$ cat src/rtl/itoa_pkg.sv
// itoa_pkg: shared types, constants and helpers for the integer to ascii unit
`timescale 1ns / 1ps

package itoa_pkg;

    // field widths of the words on the ports
    localparam int VALUE_W  = 32;
    localparam int BASE_W   = 6;
    localparam int CHAR_W   = 7;
    localparam int LENGTH_W = 6;
    localparam int DIGIT_W  = 6;

    // radix limits and the signed radix
    localparam logic [BASE_W-1:0] BASE_MIN = 6'd2;
    localparam logic [BASE_W-1:0] BASE_MAX = 6'd36;
    localparam logic [BASE_W-1:0] TEN      = 6'd10;

    // ascii codes
    localparam logic [CHAR_W-1:0] CHAR_ZERO  = 7'h30;
    localparam logic [CHAR_W-1:0] CHAR_A     = 7'h41;
    localparam logic [CHAR_W-1:0] CHAR_MINUS = 7'h2D;
    localparam logic [CHAR_W-1:0] CHAR_NUL   = 7'h00;

    // input word
    typedef struct packed {
        logic signed [VALUE_W-1:0] value;
        logic [BASE_W-1:0]         base;
    } itoa_in_t;

    // result word
    typedef struct packed {
        logic [CHAR_W-1:0]   character;
        logic                last;
        logic [LENGTH_W-1:0] length;
        logic                bad_base;
    } itoa_out_t;

    // controller states
    typedef enum logic [2:0] {
        ST_IDLE,
        ST_CHECK,
        ST_DIVIDE,
        ST_PUSH,
        ST_SIGN,
        ST_EMIT,
        ST_BAD
    } itoa_state_t;

    // which kind of result the datapath drives
    typedef enum logic [1:0] {
        OUT_SIGN,
        OUT_DIGIT,
        OUT_BAD
    } itoa_out_sel_t;

    // commands from the controller
    typedef struct packed {
        logic          load;
        logic          step;
        logic          push;
        logic          pop;
        itoa_out_sel_t out_sel;
    } itoa_cmd_t;

    // status back to the controller
    typedef struct packed {
        logic bad_base;
        logic minus;
        logic step_last;
        logic quo_zero;
        logic last_digit;
    } itoa_sts_t;

    // digit value to its ascii character
    function automatic logic [CHAR_W-1:0] digit_char(input logic [DIGIT_W-1:0] d);
        logic [CHAR_W-1:0] d_ext;
        d_ext = {1'b0, d};
        if (d < DIGIT_W'(TEN))
            return d_ext + CHAR_ZERO;
        else
            return d_ext - CHAR_W'(TEN) + CHAR_A;
    endfunction

endpackage

$ cat src/rtl/itoa_ctrl.sv
// itoa_ctrl: sequencing state machine for load, divide, push and emit
`timescale 1ns / 1ps

module itoa_ctrl
    import itoa_pkg::*;
(
    input  logic      clk,
    input  logic      rst_n,
    input  logic      start,
    output logic      busy,
    output logic      strobe,
    output itoa_cmd_t cmd,
    input  itoa_sts_t sts
);

    itoa_state_t state_reg;
    itoa_state_t state_next;

    // state register
    always_ff @(posedge clk or negedge rst_n)
    begin
        if (!rst_n)
            state_reg <= ST_IDLE;
        else
            state_reg <= state_next;
    end

    // next state
    always_comb
    begin
        state_next = state_reg;
        unique case (state_reg)
            ST_IDLE:
            begin
                if (start)
                    state_next = ST_CHECK;
            end
            ST_CHECK:
            begin
                state_next = sts.bad_base ? ST_BAD : ST_DIVIDE;
            end
            ST_DIVIDE:
            begin
                if (sts.step_last)
                    state_next = ST_PUSH;
            end
            ST_PUSH:
            begin
                if (!sts.quo_zero)
                    state_next = ST_DIVIDE;
                else if (sts.minus)
                    state_next = ST_SIGN;
                else
                    state_next = ST_EMIT;
            end
            ST_SIGN:
            begin
                state_next = ST_EMIT;
            end
            ST_EMIT:
            begin
                if (sts.last_digit)
                    state_next = ST_IDLE;
            end
            ST_BAD:
            begin
                state_next = ST_IDLE;
            end
            default:
            begin
                state_next = ST_IDLE;
            end
        endcase
    end

    // outputs and datapath commands
    always_comb
    begin
        busy        = 1'b1;
        strobe      = 1'b0;
        cmd.load    = 1'b0;
        cmd.step    = 1'b0;
        cmd.push    = 1'b0;
        cmd.pop     = 1'b0;
        cmd.out_sel = OUT_DIGIT;
        unique case (state_reg)
            ST_IDLE:
            begin
                busy     = 1'b0;
                cmd.load = start;
            end
            ST_CHECK:
            begin
            end
            ST_DIVIDE:
            begin
                cmd.step = 1'b1;
            end
            ST_PUSH:
            begin
                cmd.push = 1'b1;
            end
            ST_SIGN:
            begin
                strobe      = 1'b1;
                cmd.out_sel = OUT_SIGN;
            end
            ST_EMIT:
            begin
                strobe  = 1'b1;
                cmd.pop = 1'b1;
            end
            ST_BAD:
            begin
                strobe      = 1'b1;
                cmd.out_sel = OUT_BAD;
            end
            default:
            begin
                busy = 1'b1;
            end
        endcase
    end

endmodule

$ cat src/rtl/itoa_datapath.sv
// itoa_datapath: bit-serial divider, digit stack and result formatting
`timescale 1ns / 1ps

module itoa_datapath
    import itoa_pkg::*;
#(
    parameter int VALUE_BITS = 32
)
(
    input  logic      clk,
    input  logic      rst_n,
    input  itoa_in_t  operand,
    input  itoa_cmd_t cmd,
    output itoa_sts_t sts,
    output itoa_out_t result
);

    localparam int STEP_W  = $clog2(VALUE_BITS);
    localparam int DEPTH_W = $clog2(VALUE_BITS + 1);
    localparam int SUM_W   = $clog2(VALUE_BITS + 2);
    localparam int LEN_XW  = (SUM_W > LENGTH_W) ? SUM_W : LENGTH_W;

    // payload registers
    logic [VALUE_BITS-1:0] quo_reg;
    logic [VALUE_BITS-1:0] quo_next;
    logic [DIGIT_W-1:0]    rem_reg;
    logic [DIGIT_W-1:0]    rem_next;
    logic [BASE_W-1:0]     base_reg;
    logic                  minus_reg;
    logic                  bad_reg;
    logic [DIGIT_W-1:0]    stack_reg [VALUE_BITS];

    // control counters
    logic [STEP_W-1:0]  step_reg;
    logic [DEPTH_W-1:0] depth_reg;
    logic [DEPTH_W-1:0] digits_reg;

    // load side
    logic [VALUE_BITS+VALUE_W-1:0] value_ext;
    logic [VALUE_BITS-1:0]         value_in;
    logic                          minus_in;
    logic                          bad_in;

    // divider step
    logic [DIGIT_W:0] trial;
    logic [DIGIT_W:0] diff;
    logic             fits;

    // length
    logic [LEN_XW-1:0] len_wide;

    // operand shaping and sign handling
    always_comb
    begin
        value_ext = {{VALUE_BITS{1'b0}}, operand.value};
        value_in  = value_ext[VALUE_BITS-1:0];
        bad_in    = (operand.base < BASE_MIN) || (operand.base > BASE_MAX);
        minus_in  = (operand.base == TEN) && value_in[VALUE_BITS-1];
    end

    // one restoring division step
    always_comb
    begin
        trial = {rem_reg, quo_reg[VALUE_BITS-1]};
        diff  = trial - {1'b0, base_reg};
        fits  = trial >= {1'b0, base_reg};
    end

    // next divider state
    always_comb
    begin
        quo_next = quo_reg;
        rem_next = rem_reg;
        if (cmd.load)
        begin
            quo_next = minus_in ? (~value_in + VALUE_BITS'(1)) : value_in;
            rem_next = '0;
        end
        else if (cmd.step)
        begin
            quo_next = {quo_reg[VALUE_BITS-2:0], fits};
            rem_next = fits ? diff[DIGIT_W-1:0] : trial[DIGIT_W-1:0];
        end
        else if (cmd.push)
        begin
            rem_next = '0;
        end
    end

    // divider and operand registers
    always_ff @(posedge clk)
    begin
        quo_reg <= quo_next;
        rem_reg <= rem_next;
        if (cmd.load)
        begin
            base_reg  <= operand.base;
            minus_reg <= minus_in;
            bad_reg   <= bad_in;
        end
    end

    // digit stack, top at entry zero
    always_ff @(posedge clk)
    begin
        if (cmd.push)
        begin
            stack_reg[0] <= rem_reg;
            for (int i = 1; i < VALUE_BITS; i++)
                stack_reg[i] <= stack_reg[i-1];
        end
        else if (cmd.pop)
        begin
            for (int i = 0; i < VALUE_BITS - 1; i++)
                stack_reg[i] <= stack_reg[i+1];
        end
    end

    // step, depth and digit counters
    always_ff @(posedge clk or negedge rst_n)
    begin
        if (!rst_n)
        begin
            step_reg   <= '0;
            depth_reg  <= '0;
            digits_reg <= '0;
        end
        else if (cmd.load)
        begin
            step_reg   <= '0;
            depth_reg  <= '0;
            digits_reg <= '0;
        end
        else if (cmd.step)
        begin
            step_reg <= step_reg + STEP_W'(1);
        end
        else if (cmd.push)
        begin
            step_reg   <= '0;
            depth_reg  <= depth_reg + DEPTH_W'(1);
            digits_reg <= digits_reg + DEPTH_W'(1);
        end
        else if (cmd.pop)
        begin
            depth_reg <= depth_reg - DEPTH_W'(1);
        end
    end

    // status to the controller
    always_comb
    begin
        sts.bad_base   = bad_reg;
        sts.minus      = minus_reg;
        sts.step_last  = (step_reg == STEP_W'(VALUE_BITS - 1));
        sts.quo_zero   = (quo_reg == '0);
        sts.last_digit = (depth_reg == DEPTH_W'(1));
    end

    // result word
    always_comb
    begin
        len_wide = LEN_XW'(digits_reg) + LEN_XW'(minus_reg);
        unique case (cmd.out_sel)
            OUT_SIGN:
            begin
                result.character = CHAR_MINUS;
                result.last      = 1'b0;
                result.length    = len_wide[LENGTH_W-1:0];
                result.bad_base  = 1'b0;
            end
            OUT_DIGIT:
            begin
                result.character = digit_char(stack_reg[0]);
                result.last      = (depth_reg == DEPTH_W'(1));
                result.length    = len_wide[LENGTH_W-1:0];
                result.bad_base  = 1'b0;
            end
            OUT_BAD:
            begin
                result.character = CHAR_NUL;
                result.last      = 1'b1;
                result.length    = '0;
                result.bad_base  = 1'b1;
            end
            default:
            begin
                result.character = CHAR_NUL;
                result.last      = 1'b0;
                result.length    = '0;
                result.bad_base  = 1'b0;
            end
        endcase
    end

endmodule

$ cat src/rtl/integer_to_ascii_any_base_unit.sv
// integer_to_ascii_any_base_unit: top level of the integer to ascii text converter
`timescale 1ns / 1ps
//
// usage
// - drive operand (value, base) and raise start; the word is taken on a rising
//   edge where start is high and busy is low
// - the text comes back one character per word on result, most significant
//   digit first, each word marked by strobe for exactly one cycle
// - base ten negatives lead with a minus; other bases convert the unsigned
//   two's complement pattern; a base outside 2..36 gives one word with bad_base
// - length on every word is the total character count; last marks the final word
// - sequence: one check step, then per digit a pass of the bit-serial divider
//   and a push, then one output word per cycle, the minus word first
// - the divide passes run at the pace of the one-bit-per-cycle restoring divider;
//   a bad base keeps busy high through the check and the bad word; the next
//   word can be taken as soon as busy is low again
// - busy stays high from acceptance until the final word has been shown
// - the receiver cannot hold words off, so there is no stall handling
// - reset returns the controller to idle and clears the counters
//
module integer_to_ascii_any_base_unit
    import itoa_pkg::*;
#(
    parameter int VALUE_BITS = 32
)
(
    input  logic      clk,
    input  logic      rst_n,
    input  logic      start,
    output logic      busy,
    input  itoa_in_t  operand,
    output logic      strobe,
    output itoa_out_t result
);

    itoa_cmd_t cmd;
    itoa_sts_t sts;

    // controller
    itoa_ctrl u_ctrl (
        .clk    (clk),
        .rst_n  (rst_n),
        .start  (start),
        .busy   (busy),
        .strobe (strobe),
        .cmd    (cmd),
        .sts    (sts)
    );

    // datapath
    itoa_datapath #(
        .VALUE_BITS (VALUE_BITS)
    ) u_datapath (
        .clk     (clk),
        .rst_n   (rst_n),
        .operand (operand),
        .cmd     (cmd),
        .sts     (sts),
        .result  (result)
    );

endmodule
$ cat config.mk
export PLATFORM = sky130hd
export DESIGN_NAME = integer_to_ascii_any_base_unit
export DESIGN_NICKNAME = d
export VERILOG_FILES = /design/src/rtl/itoa_pkg.sv /design/src/rtl/itoa_ctrl.sv /design/src/rtl/itoa_datapath.sv /design/src/rtl/integer_to_ascii_any_base_unit.sv
export SDC_FILE = /design/constraint.sdc
export NUM_CORES = 1
export LEC_CHECK = 0
export ABC_AREA = 1
export ABC_CLOCK_PERIOD_IN_PS = 5900
export BUFFER_PORTS_ARGS = -buffer_cell sky130_fd_sc_hd__buf_2
export CORE_UTILIZATION = 56
export DETAILED_ROUTE_END_ITERATION = 16
export PLACE_DENSITY = 0.89
export SLEW_MARGIN = 20
export SYNTH_ARGS = -nofsm -noshare
export SYNTH_HDL_FRONTEND = slang
export SYNTH_SLANG_ARGS = --single-unit
$ cat constraint.sdc
create_clock -name clk -period 5.9 [get_ports clk]
set_input_delay 0.885 -clock clk [delete_from_list [all_inputs] [get_ports clk]]
set_output_delay 0.885 -clock clk [all_outputs]
set_load 0.05 [all_outputs]
### Yosys cells after proc, flatten, opt, wreduce, memory -nomap -nowiden

Memories as Yosys holds them, arrays and structs flattened.
Cells that the tools add are included.

| operators by class | value |
|---|---|
| add/subtract/negate cells | 10 |
| $mul | 0 |
| div/mod/pow operators | 0 |
| order comparisons | 4 |
| equal/unequal tests | 15 |
| shift operators | 0 |
| muxes and demuxes | 68 |
| bitwise logic cells | 32 |
| reduce and logical (&&, ||, !) cells | 14 |

Operators by type and width:

| operator | number |
|---|---|
| 6-bit two-way mux | 41 |
| 32-bit two-way mux | 3 |
| 15-bit case mux with 3 select lines | 1 |
| 32-bit by 1-bit adder with 32-bit output, second input constant | 1 |
| 32-bit logical NOT | 1 |
| 32-bit NOT | 1 |
| 1-bit bitwise OR | 31 |
| 3-bit case mux with 6 select lines | 1 |
| 3-bit two-way mux | 5 |
| 5-bit two-way mux | 3 |
| 6-bit by 1-bit adder with 6-bit output, second input constant | 2 |
| 1-bit two-way mux | 12 |
| 3-bit equality test, second input constant | 3 |
| 6-bit by 6-bit adder with 7-bit output, second input constant | 1 |
| 7-bit adder, second input constant | 1 |
| 7-bit by 6-bit greater-or-equal comparator with 1-bit output | 1 |
| 7-bit two-way mux | 1 |
| 6-bit by 4-bit subtractor with 7-bit output, second input constant | 1 |
| 6-bit by 1-bit adder with 6-bit output | 1 |
| 3-bit by 2-bit equality test with 1-bit output, second input constant | 2 |
| 6-bit by 1-bit equality test with 1-bit output, second input constant | 1 |
| 6-bit by 4-bit equality test with 1-bit output, second input constant | 1 |
| 6-bit > comparator, second input constant | 1 |
| 6-bit by 2-bit less-than comparator with 1-bit output, second input constant | 1 |
| 20 further kinds | 26 |

| word-level totals | value |
|---|---|
| bits in registers | 66 |
| latch bits | 0 |
| bits in writable memories | 192 |
| ROM bits | 0 |
| input bits | 41 |
| output and inout port bits | 17 |
| word-level logic and storage cells | 153 |
| memories kept | 1 |

Memory list:

| name | words | bits a word | rd ports | clocked after memory_dff | wr ports | RTL line | RTL |
|---|---|---|---|---|---|---|---|
| u_datapath.stack_reg | 32 | 6 | 32 | 0 | 32 | itoa_datapath.sv:31 | `logic [DIGIT_W-1:0] stack_reg [VALUE_BITS];` |

### Depth between registers and ports, before layout

Gate-level depths: netlist (run 1).

| logic depth | value |
|---|---|
| depth in word-level cells | 6 |
| mapped depth | 12 |
| gate-level depth less buffers | 12 |

### By module

Synthesis (run 1) repeated with hierarchy kept, for this count alone.

| second synthesis, totals | value |
|---|---|
| cells, all modules | 1344 |
| area, all modules | 12644.6 sq um |

Modules (own cells, without submodules):

| module | instances | cells an instance | area each (sq um) | sequential area each (sq um) |
|---|---|---|---|---|
| itoa_datapath | 1 | 1303 | 12398.1 | 7512.2 |
| itoa_ctrl | 1 | 41 | 246.5 | 75.1 |

### Worst setup path after synthesis (run 1)

Ideal clock, no wire load.

| path | value |
|---|---|
| path kind | reg2reg |
| from | reg u_ctrl.state_reg[2] |
| to | mem u_datapath.stack_reg[0][0] (enable) |
| setup time | 555 ps |
| arrival | 4998 ps |
| required time | 5345 ps |
| setup slack | 346 ps |
| cell stages (with the launch flop) | 6 |
| buffers on the path | 1 |
| clock period less this slack | 5554 ps |
| path through | dfrtp_1 inv_2 nor2_4 inv_2 buf_2 nand2_1 |

RTL lines:

| what | RTL line | RTL |
|---|---|---|
| start, declared | itoa_ctrl.sv:16 | `itoa_state_t state_reg;` |
| start signal, assigned | itoa_ctrl.sv:25 | `state_reg <= state_next;` |
| end, declared | itoa_datapath.sv:31 |  |

==> metrics.yaml, run 1 <==
status:
  status: "completed"
timing:
  slew_headroom_pct: 30.76
  fmax_mhz: 310.4
  finalCriticalPeriod_ns: 3.222
  finalCritPeriodShare_pct: 54.61
  finalHoldViolCount: 0
  worst_slew_pin_slew_ns: 1.039
  slew_viol_final: 0
  setup_viol: 0
  tns_ns: 0
  rsz0062_at_grt: "no"
  skew_ns: 0.007637
global_routing:
  grt_pass1_vias: 8738
  grt_overflow: 0
  grt_pass1_wl_mm: 41.42
  antenna_found_initial: 1
  grtUsageTotal_pct: 21.46
  grt_max_degree: 124
die:
  die_w_um: 152.3
  io_pins: 58
  start_util_pct: 57.62
  core_area_um2: 21960
  design.die.area_um2: 23200
  row_count: 54
  die_h_um: 152.3
route:
  viasPerCell: 5.492
  wl_per_cell_um: 14.46
  postRouteAntennaNets: 0
  first_pass_iters: 6
  drc: 0
  drt_iter0_markers: 895
  drt-total-wl_mm: 24.79
  routed-via-count: 9413
job:
  drv_cap: 0
cts:
  clk_pin_slew_ns: 0.07
  cts_tree: "built"
  numCtsBuffers: 25
  htree_levels: 1
  clk_path_buf_depth: 3
  cts-root-buf: "clkbuf_16"
  cts_resized: 0
  postCtsSetupRepairBufs: 0
  cts_sinks: 258
  clk-insertion-delay-late_ns: 0.53
  cts_hold_buf: 0
place:
  dpl_cell_area_um2: 13110
  place.gp.congestion: 0.9049
  io_buffers: 57
  place_hpwl_mm: 16.00
synth:
  synth_top_area_share_pct: 55.06
  syn_nets: 1435
  yosysWarnings: 0
  postSynthCellCount: 1376
  synth_cell_types: 42
  syn_area_um2: 12650
  post-synth-top-area-cell: "edfxtp_1"
  ys_ff_latch: 258
  synthTopCellsByArea: "edfxtp_1 (55%), nand2_1 (13%), o21ai_0 (7.7%)"
  seq_area_frac_synth_pct: 59.97
  syn-mean-instance-area_um2: 9.195
setup_path:
  r2r_slack_ns: 2.71
  r2r_cells: 6
  worst-path-buf-inv: 3
  end_kind: "output port"
  critPathLaunch: "u_ctrl.state_reg[2]"
  critical_path.max_fanout: 9
  r2r-end: "u_datapath.stack_reg[0][48]"
  cp_cell_sequence: "inv_2 -> nor3_2 -> inv_1 -> nand2_1 -> a211oi_1 -> buf_2"
  path_class: "flip-flop to output port"
  start_kind: "flip-flop"
  cpPeakStageDelay_ns: 0.50
  cp.arrival_ns: 2.34
  crit_path_top_delay_cell: "dfrtp_1"
  reg2reg_from: "u_ctrl.state_reg[0]"
  cp_top_family: "buffers and inverters"
  crit_required_ns: 5.02
cells_and_area:
  syn2layout_area_growth_pct: 9.435
  largest_reg_flops: 192
  final_nets: 1473
  drive_gt1_share_pct: 8.025
  final_cell_area_um2: 13850
power:
  p_per_area_nw_per_um2: 417.1
  ir_worst_vdd_mv: 0.3512
  leakagePower_uw: 0.005817
min_path:
  hold_path_class: "primary input to async pin"
metal layers:
metal / vias up / track usage, % / wire length (um)
li1: 4645 / - / -
met1: 4415 / 30.13 / 10690
met2: 310 / 35.20 / 12090
met3: 43 / 3.129 / 1456
met4: 0 / 5.685 / 553
met5: - / 0 / 0
cell families (layout without fill, tap and decap cells):
family	count (synthesis)	in the layout	share of synthesized area (%)
XOR/XNOR	22	22	1.523
AND/OR/NAND/NOR	620	620	19.91
AO/OA/AOI/OAI	242	242	9.929
adder cells (fa/ha/maj)	18	18	1.839
buffers and inverters	216	273	6.833
other	0	1	0
flip-flops	258	258	59.97
power breakdown:
part | switching [uW] | internal [uW]
Combinational | 1010 | 431
Sequential | 244 | 2630
Clock | 675 | 785
Total | 1930 | 3840
worst max path at each step:
stage	end	cells after the start
3_3_place_gp	u_datapath.stack_reg[1][88]	6
3_5_place_dp	u_datapath.stack_reg[0][49]	6
6_report	result[9]	6
4_1_cts	result[8]	6
2_1_floorplan	u_datapath.stack_reg[0][0]	5
5_1_grt	u_datapath.stack_reg[1][68]	6
layout make-up:
type	count	area (um^2)
Timing Repair Buffer	64	350.3
Tap cell	280	350.3
Inverter	163	611.8
Sequential cell	258	7587
Antenna cell	1	2.502
Multi-Input combinational cell	902	4208
Clock inverter	15	87.58
Clock buffer	31	648.1
Fill cell	1667	8113
stage by stage:
stage	total power (uW)	hold WS, ns	worst slack (ns)	instances	utilization [%]
CTS	5787	0.3073	2.718	1713	63.04
global route	6094	0.3235	2.491	1713	63.04
finish	5775	0.3093	2.678	1714	63.05
floorplan	3975	0.4268	0.3463	1376	-
global placement	4225	0.4292	2.830	1667	59.69
detailed placement	4318	0.4426	2.753	1667	59.69
Yosys cell counts, drive strengths merged:
cell and count:
nand2 442, edfxtp 232, o21ai 201, inv 161, nor2 91, nand3 56
buf 36, a21oi 23, dfrtp 20, xor2 19, clkbuf 17, ha 17
nand4 14, nor3 8, dfxtp 6, o22ai 4, a31oi 3, nand3b 3
o211ai 3, xnor2 3, a22o 2, and3 2, clkinv 2, o31ai 2
or2 2, a211oi 1, and2 1, fa 1, nor4 1, o21bai 1
o221ai 1, o2bb2ai 1
cell usage in the layout (no fill, tap or decap), types with 17 or more instances in the layout:
master / instances
dfrtp_1: 20
ha_1: 17
clkbuf_16: 25
nor2_1: 85
buf_2: 57
xor2_1: 19
o21ai_0: 194
inv_1: 156
nand3_1: 54
nand2_1: 439
edfxtp_1: 232
a21oi_1: 23
No activity file was read; power rests on OpenSTA's default activity.
==> run 2, diff against run 1 <==
- ABC_AREA: 1 -> 0
- ABC_CLOCK_PERIOD_IN_PS: 5900 -> 2800
- clock period: 5.9 -> 2.8 ns (I/O delays scaled with it)
==> metrics.yaml, run 2 <==
cts:
  clk_path_buf_depth: 3  # unchanged
  cts_sinks: 258  # unchanged
  cts_tree: "built"
  htree_levels: 1  # unchanged
  numCtsBuffers: 27  # +8.0%
  clk-insertion-delay-late_ns: 0.55  # +0.02 ns
  clk_pin_slew_ns: 0.07  # about the same
  cts-root-buf: "clkbuf_16"
die:
  start_util_pct: 57.92  # +0.30 points
  die_w_um: 150.4  # -1.3%
  design.die.area_um2: 22610  # -2.5%
  die_h_um: 150.4  # -1.3%
  row_count: 53  # -1.9%
  io_pins: 58  # unchanged
  core_area_um2: 21290  # -3.1%
setup_path:
  critical_path.max_fanout: 7  # -2
  crit_required_ns: 2.38  # -2.64 ns
  cp.arrival_ns: 2.33  # about the same
  start_kind: "flip-flop"
  path_class: "flip-flop to output port"
  end_kind: "output port"
synth:
  ys_ff_latch: 258  # unchanged
  syn_nets: 1335  # -7.0%
  synth_commonest_cells: "nand2_1 (609), edfxtp_1 (232), o21ai_0 (53), clkbuf_1 (51), nor2_1 (46)"
  synth_edf_count: 232  # unchanged
  seq_area_frac_synth_pct: 61.54  # +1.6 points
  synthTopCellsByArea: "edfxtp_1 (57%), nand2_1 (19%), dfrtp_1 (4.1%)"
  synth_cell_types: 57  # +36%
  synth_top_area_share_pct: 56.50  # +1.4 points
  post-synth-top-area-cell: "edfxtp_1"
  yosysMostFrequentCell: "nand2_1"
  syn_area_um2: 12330  # -2.6%
  async_reset_ff_share_pct: 7.752  # unchanged
  postSynthCellCount: 1276  # -7.3%
  synthFlopType: "edfxtp_1"
  yosysWarnings: 0  # unchanged
  syn-mean-instance-area_um2: 9.662  # +5.1%
timing:
  setup_viol: 0  # unchanged
  slew_viol_final: 0  # unchanged
  finalCriticalPeriod_ns: 2.747
  finalHoldViolCount: 0  # unchanged
  fin_ws_ns: 0.05322  # -2.625 ns
  holdWs_ns: 0.1023  # -0.2070 ns
  finalCritPeriodShare_pct: 98.10
  fmax_mhz: 364.1
  skew_ns: 0.02719  # +0.01956 ns
  slew_headroom_pct: 41.94  # +11 points
  worst_slew_pin_slew_ns: 0.8709  # -0.1677 ns
cells_and_area:
  drive_gt1_share_pct: 10.51  # +2.5 points
  syn2layout_area_growth_pct: 14.09
  final_nets: 1389  # -5.7%
  mostFrequentLayoutCells: "nand2_1 (609), edfxtp_1 (232), buf_2 (56)"
  antenna_cells: 0  # -1
  n_fill_cell: 1486  # -11%
  largest_reg_flops: 192  # unchanged
  final_common_cell: "nand2_1"
  instances_no_fill: 1626  # -5.1%
global_routing:
  grtUsageTotal_pct: 22.44  # +0.97 points
  grt_overflow: 0  # unchanged
  antenna_found_initial: 0  # -1
  grt_max_degree: 96  # -23%
  grt_pass1_vias: 8828  # +1.0%
  grt_pass1_wl_mm: 41.03  # -0.93%
route:
  drc: 0  # unchanged
  drt_iter0_markers: 946  # +5.7%
  wl_per_cell_um: 15.42  # +6.6%
  postRouteAntennaNets: 0  # unchanged
  routed-via-count: 9198  # -2.3%
  drt-total-wl_mm: 25.07  # +1.1%
  viasPerCell: 5.657  # +3.0%
  first_pass_iters: 6  # unchanged
status:
  status: "completed"
power:
  ir_worst_vdd_mv: 0.3637  # +3.6%
  leakagePower_uw: 0.005654  # -2.8%
  p_per_area_nw_per_um2: 588.4  # +41%
place:
  place.gp.congestion: 0.8516  # -5.9%
  place_hpwl_mm: 15.35  # -4.1%
  io_buffers: 57  # unchanged
  pre_cts_slack_ns: 0.1823  # -2.570 ns
  dp_cells: 1570  # -5.8%
min_path:
  hold_path_class: "primary input to flip-flop"
job:
  drv_cap: 0  # unchanged
## run 2: changes by cell type after synthesis, moves of 8 or more
cell / delta
nor4_1: +11
xnor2_1: +23
inv_1: -132
nor2_1: -39
buf_2: -29
clkbuf_1: +34
nor3_1: +8
a31oi_1: +9
or3_1: +9
nand3_1: -39
o21ai_0: -141
nand2_1: +169
buf_1: +8
## run 2: power breakdown
| part | switching (uW) | internal [uW] | leakage (uW) |
|---|---|---|---|
| Sequential | 0 | 4140 | 0.00202 |
| Combinational | 59.7 | 44.0 | 0.00314 |
| Clock | 1500 | 2540 | 0.000495 |
## run 2: cell families after synthesis
group           after synthesis  synth area share (%)
fa+ha+maj                    18                 1.888
compound gates              118                 5.653
flops                       258                 61.54
mux                           1               0.08119
buf+inv                      88                 2.760
simple gates                747                 24.81
xor+xnor                     46                 3.268
## run 2: cell type report
type | count | area (um^2) | share of cell area (%)
inverter | 25 | 97.59 | 0.6938
clock inverter | 13 | 257.7 | 1.832
clock buffer | 37 | 753.2 | 5.355
tap | 275 | 344.1 | 2.446
sequential | 258 | 7587 | 53.94
timing repair buffer | 88 | 610.6 | 4.341
multi-input combinational | 930 | 4415 | 31.39
## run 2: critical path, cell delays in order, from the launching register on
cell and delay, ns:
edfxtp_1 0.51, buf_4 0.19, o21ai_0 0.16, nand2_1 0.21, a211oi_1 0.38, buf_2 0.33
## run 2: per-stage QoR
stage                     instance area [um^2]  total power (uW)  TNS [ns]  utilization, %
after global placement                   13010              4316         0           61.09
after global routing                     14070              8462  -0.03781           66.08
final                                    14070              8277         0           66.08
after CTS                                14030              8308         0           65.89
after floorplan                          12370              4257   -267.88               -
after detailed placement                 13010              4319         0           61.09
## run 2: layer usage
layer | vias up | part of all wire [%] | wire (um) | global-route usage [%]
met5 | - | 0 | 0 | 0
met4 | 0 | 2.5 | 639 | 6.667
met3 | 68 | 5.9 | 1476 | 3.152
met2 | 348 | 50 | 12560 | 38.69
met1 | 4370 | 41 | 10400 | 29.48
li1 | 4412 | - | - | -
## run 2: worst paths after layout
| check | start | endpoint | slack (ns) | cells after the start |
|---|---|---|---|---|
| max | u_datapath.stack_reg[0][2] | result[9] | 0.05 | 5 |
| min | operand[4] | u_datapath.base_reg[4] | 0.10 | 1 |
| max reg2reg | u_datapath.rem_reg[1] | u_datapath.rem_reg[4] | 0.46 | 6 |
| min reg2reg | u_datapath.stack_reg[1][84] | u_datapath.stack_reg[1][90] | 0.45 | 0 |
| max in group asynchronous | rst_n | u_ctrl.state_reg[2] | 2.09 | 2 |
| min in group asynchronous | rst_n | u_datapath.step_reg[0] | 0.36 | 2 |
## run 2: repair_timing
action                     in CTS  in global routing
hold endpoints to repair       20                  0
setup endpoints to repair       0                  1
buffers inserted                0                  5
gates resized for setup         0                  2
hold buffers                    1                  0
==> run 3, diff against run 2 <==
- ABC_CLOCK_PERIOD_IN_PS: 2800 -> 2900
- CORE_UTILIZATION: 56 -> 60
- PLACE_DENSITY: 0.89 -> 0.9
- clock period: 2.8 -> 2.9 ns (I/O delays scaled with it)
==> metrics.yaml, run 3 (synthesis gave the netlist of run 2 again) <==
status:
  status: "completed"
cells_and_area:
  mostFrequentLayoutCells: "nand2_1 (609), edfxtp_1 (232), buf_2 (57)"
  antenna_cells: 0  # unchanged
  final_common_cell: "nand2_1"
  drive_gt1_share_pct: 9.261  # -1.3 points
  final_nets: 1378  # -0.79%
  syn2layout_area_growth_pct: 11.56
  fin_util_pct: 68.19  # +2.1 points
  largest_reg_flops: 192  # unchanged
global_routing:
  grt_max_degree: 118  # +23%
  grt_pass1_wl_mm: 41.81  # +1.9%
  grt_overflow: 0  # unchanged
  grtUsageTotal_pct: 23.91  # +1.5 points
  grt_pass1_vias: 8802  # -0.29%
  antenna_found_initial: 0  # unchanged
cts:
  clk_pin_slew_ns: 0.06  # about the same
  clk-insertion-delay-late_ns: 0.53  # -0.02 ns
  cts-root-buf: "clkbuf_16"
  cts_tree: "built"
  htree_levels: 1  # unchanged
  numCtsBuffers: 27  # unchanged
  clk_path_buf_depth: 3  # unchanged
  cts_sinks: 258  # unchanged
route:
  viasPerCell: 5.656  # about the same
  first_pass_iters: 5  # -1
  postRouteAntennaNets: 0  # unchanged
  drc: 0  # unchanged
  wl_per_cell_um: 15.65  # +1.5%
  drt-total-wl_mm: 25.18  # +0.41%
  drt_iter0_markers: 792  # -16%
  routed-via-count: 9100  # -1.1%
setup_path:
  reg2reg_from: "u_ctrl.state_reg[0]"
  end_kind: "output port"
  worst-path-buf-inv: 1  # -1
  cp_cell_sequence: "or3_1 -> a21oi_1 -> xnor2_1 -> a21oi_1 -> o21ai_0 -> buf_2"
  critical_path.max_fanout: 7  # unchanged
  critPathLaunch: "u_datapath.stack_reg[0][2]"
  critPathMostFrequentCell: "a21oi_1"
  start_kind: "flip-flop"
  cp.arrival_ns: 2.30  # -0.03 ns
  crit_path_top_delay_cell: "edfxtp_1"
  cpPeakStageDelay_ns: 0.50  # about the same
  cp_top_family: "flip-flops"
  crit_required_ns: 2.47  # +0.09 ns
  path_class: "flip-flop to output port"
min_path:
  hp-start: "operand[3]"
  hold_path_class: "primary input to flip-flop"
timing:
  finalCriticalPeriod_ns: 2.735
  skew_ns: 0.01303  # -0.01416 ns
  rsz0062_at_grt: "no"
  finalHoldViolCount: 0  # unchanged
  setup_viol: 0  # unchanged
  slew_headroom_pct: 27.12  # -15 points
  fmax_mhz: 365.6
  finalCritPeriodShare_pct: 94.31
  worst_slew_pin_slew_ns: 1.093  # +0.2223 ns
  slew_viol_final: 0  # unchanged
place:
  place.gp.congestion: 0.8311  # -2.4%
  io_buffers: 57  # unchanged
  place_hpwl_mm: 15.48  # +0.88%
die:
  die_h_um: 145.4  # -3.3%
  io_pins: 58  # unchanged
  row_count: 52  # -1.9%
  die_w_um: 145.4  # -3.3%
  start_util_pct: 61.13  # +3.2 points
  core_area_um2: 20170  # -5.2%
  design.die.area_um2: 21130  # -6.6%
power:
  leakagePower_uw: 0.005502  # -2.7%
  p_per_area_nw_per_um2: 539.1  # -8.4%
  power_uw: 7416  # -10%
  ir_worst_vdd_mv: 0.3758  # +3.3%
job:
  drv_cap: 0  # unchanged
==> run 3: cell count changes in the layout (fill, tap and decap cells not counted), sizes merged <==
cell    before  now
buf         87   76
bufinv       7    2
clkinv       5    9
==> run 3: layout make-up <==
type                       instances  area [um^2]
clock inverter                    12        107.6
fill                            1378         6415
inverter                          25        97.59
clock buffer                      37        733.2
sequential                       258         7587
timing repair buffer              77        475.5
multi-input combinational        930         4415
tap                              270        337.8
==> run 3: what timing repair did <==
action                    4_1_cts  5_1_grt
buffers inserted                0        0
resized for setup               0        0
hold buffers                    1        0
hold endpoints to repair       20        0
==> run 3: final timing paths <==
| check | slack, ns | endpoint | cells after the start |
|---|---|---|---|
| setup / recovery | 0.17 | result[13] | 6 |
| hold reg to reg | 0.45 | u_datapath.stack_reg[1][94] | 0 |
| setup reg to reg | 0.62 | u_datapath.depth_reg[5] | 6 |
| max in group asynchronous | 2.17 | u_datapath.step_reg[0] | 2 |
| min in group asynchronous | 0.40 | u_ctrl.state_reg[0] | 2 |
| hold / removal | 0.11 | u_datapath.base_reg[3] | 1 |
==> run 3: through the flow <==
stage	setup TNS [ns]	hold WS, ns	instance area (um^2)	instances	setup WS (ns)
5_1_grt	0	0.1039	13750	1609	0.03551
2_1_floorplan	-249.28	0.1394	12370	1276	-1.340
6_report	0	0.1057	13750	1609	0.1651
3_3_place_gp	0	0.4085	12900	1559	0.3926
4_1_cts	0	0.09384	13750	1609	0.1596
3_5_place_dp	0	0.4115	12900	1559	0.3155
==> run 3: power breakdown <==
group	switching [uW]	internal, uW	leakage, uW	total, uW
Clock	1380	1940	0.000413	3320
Sequential	0	3990	0.00202	3990
Combinational	58.5	42.7	0.00307	101
==> run 3: per-layer routing <==
metal / share of wire [%] / GRT usage, %
met4: 2.4 / 7.737
met5: 0 / 0
met1: 42 / 31.96
met3: 5.4 / 3.103
met2: 51 / 40.89
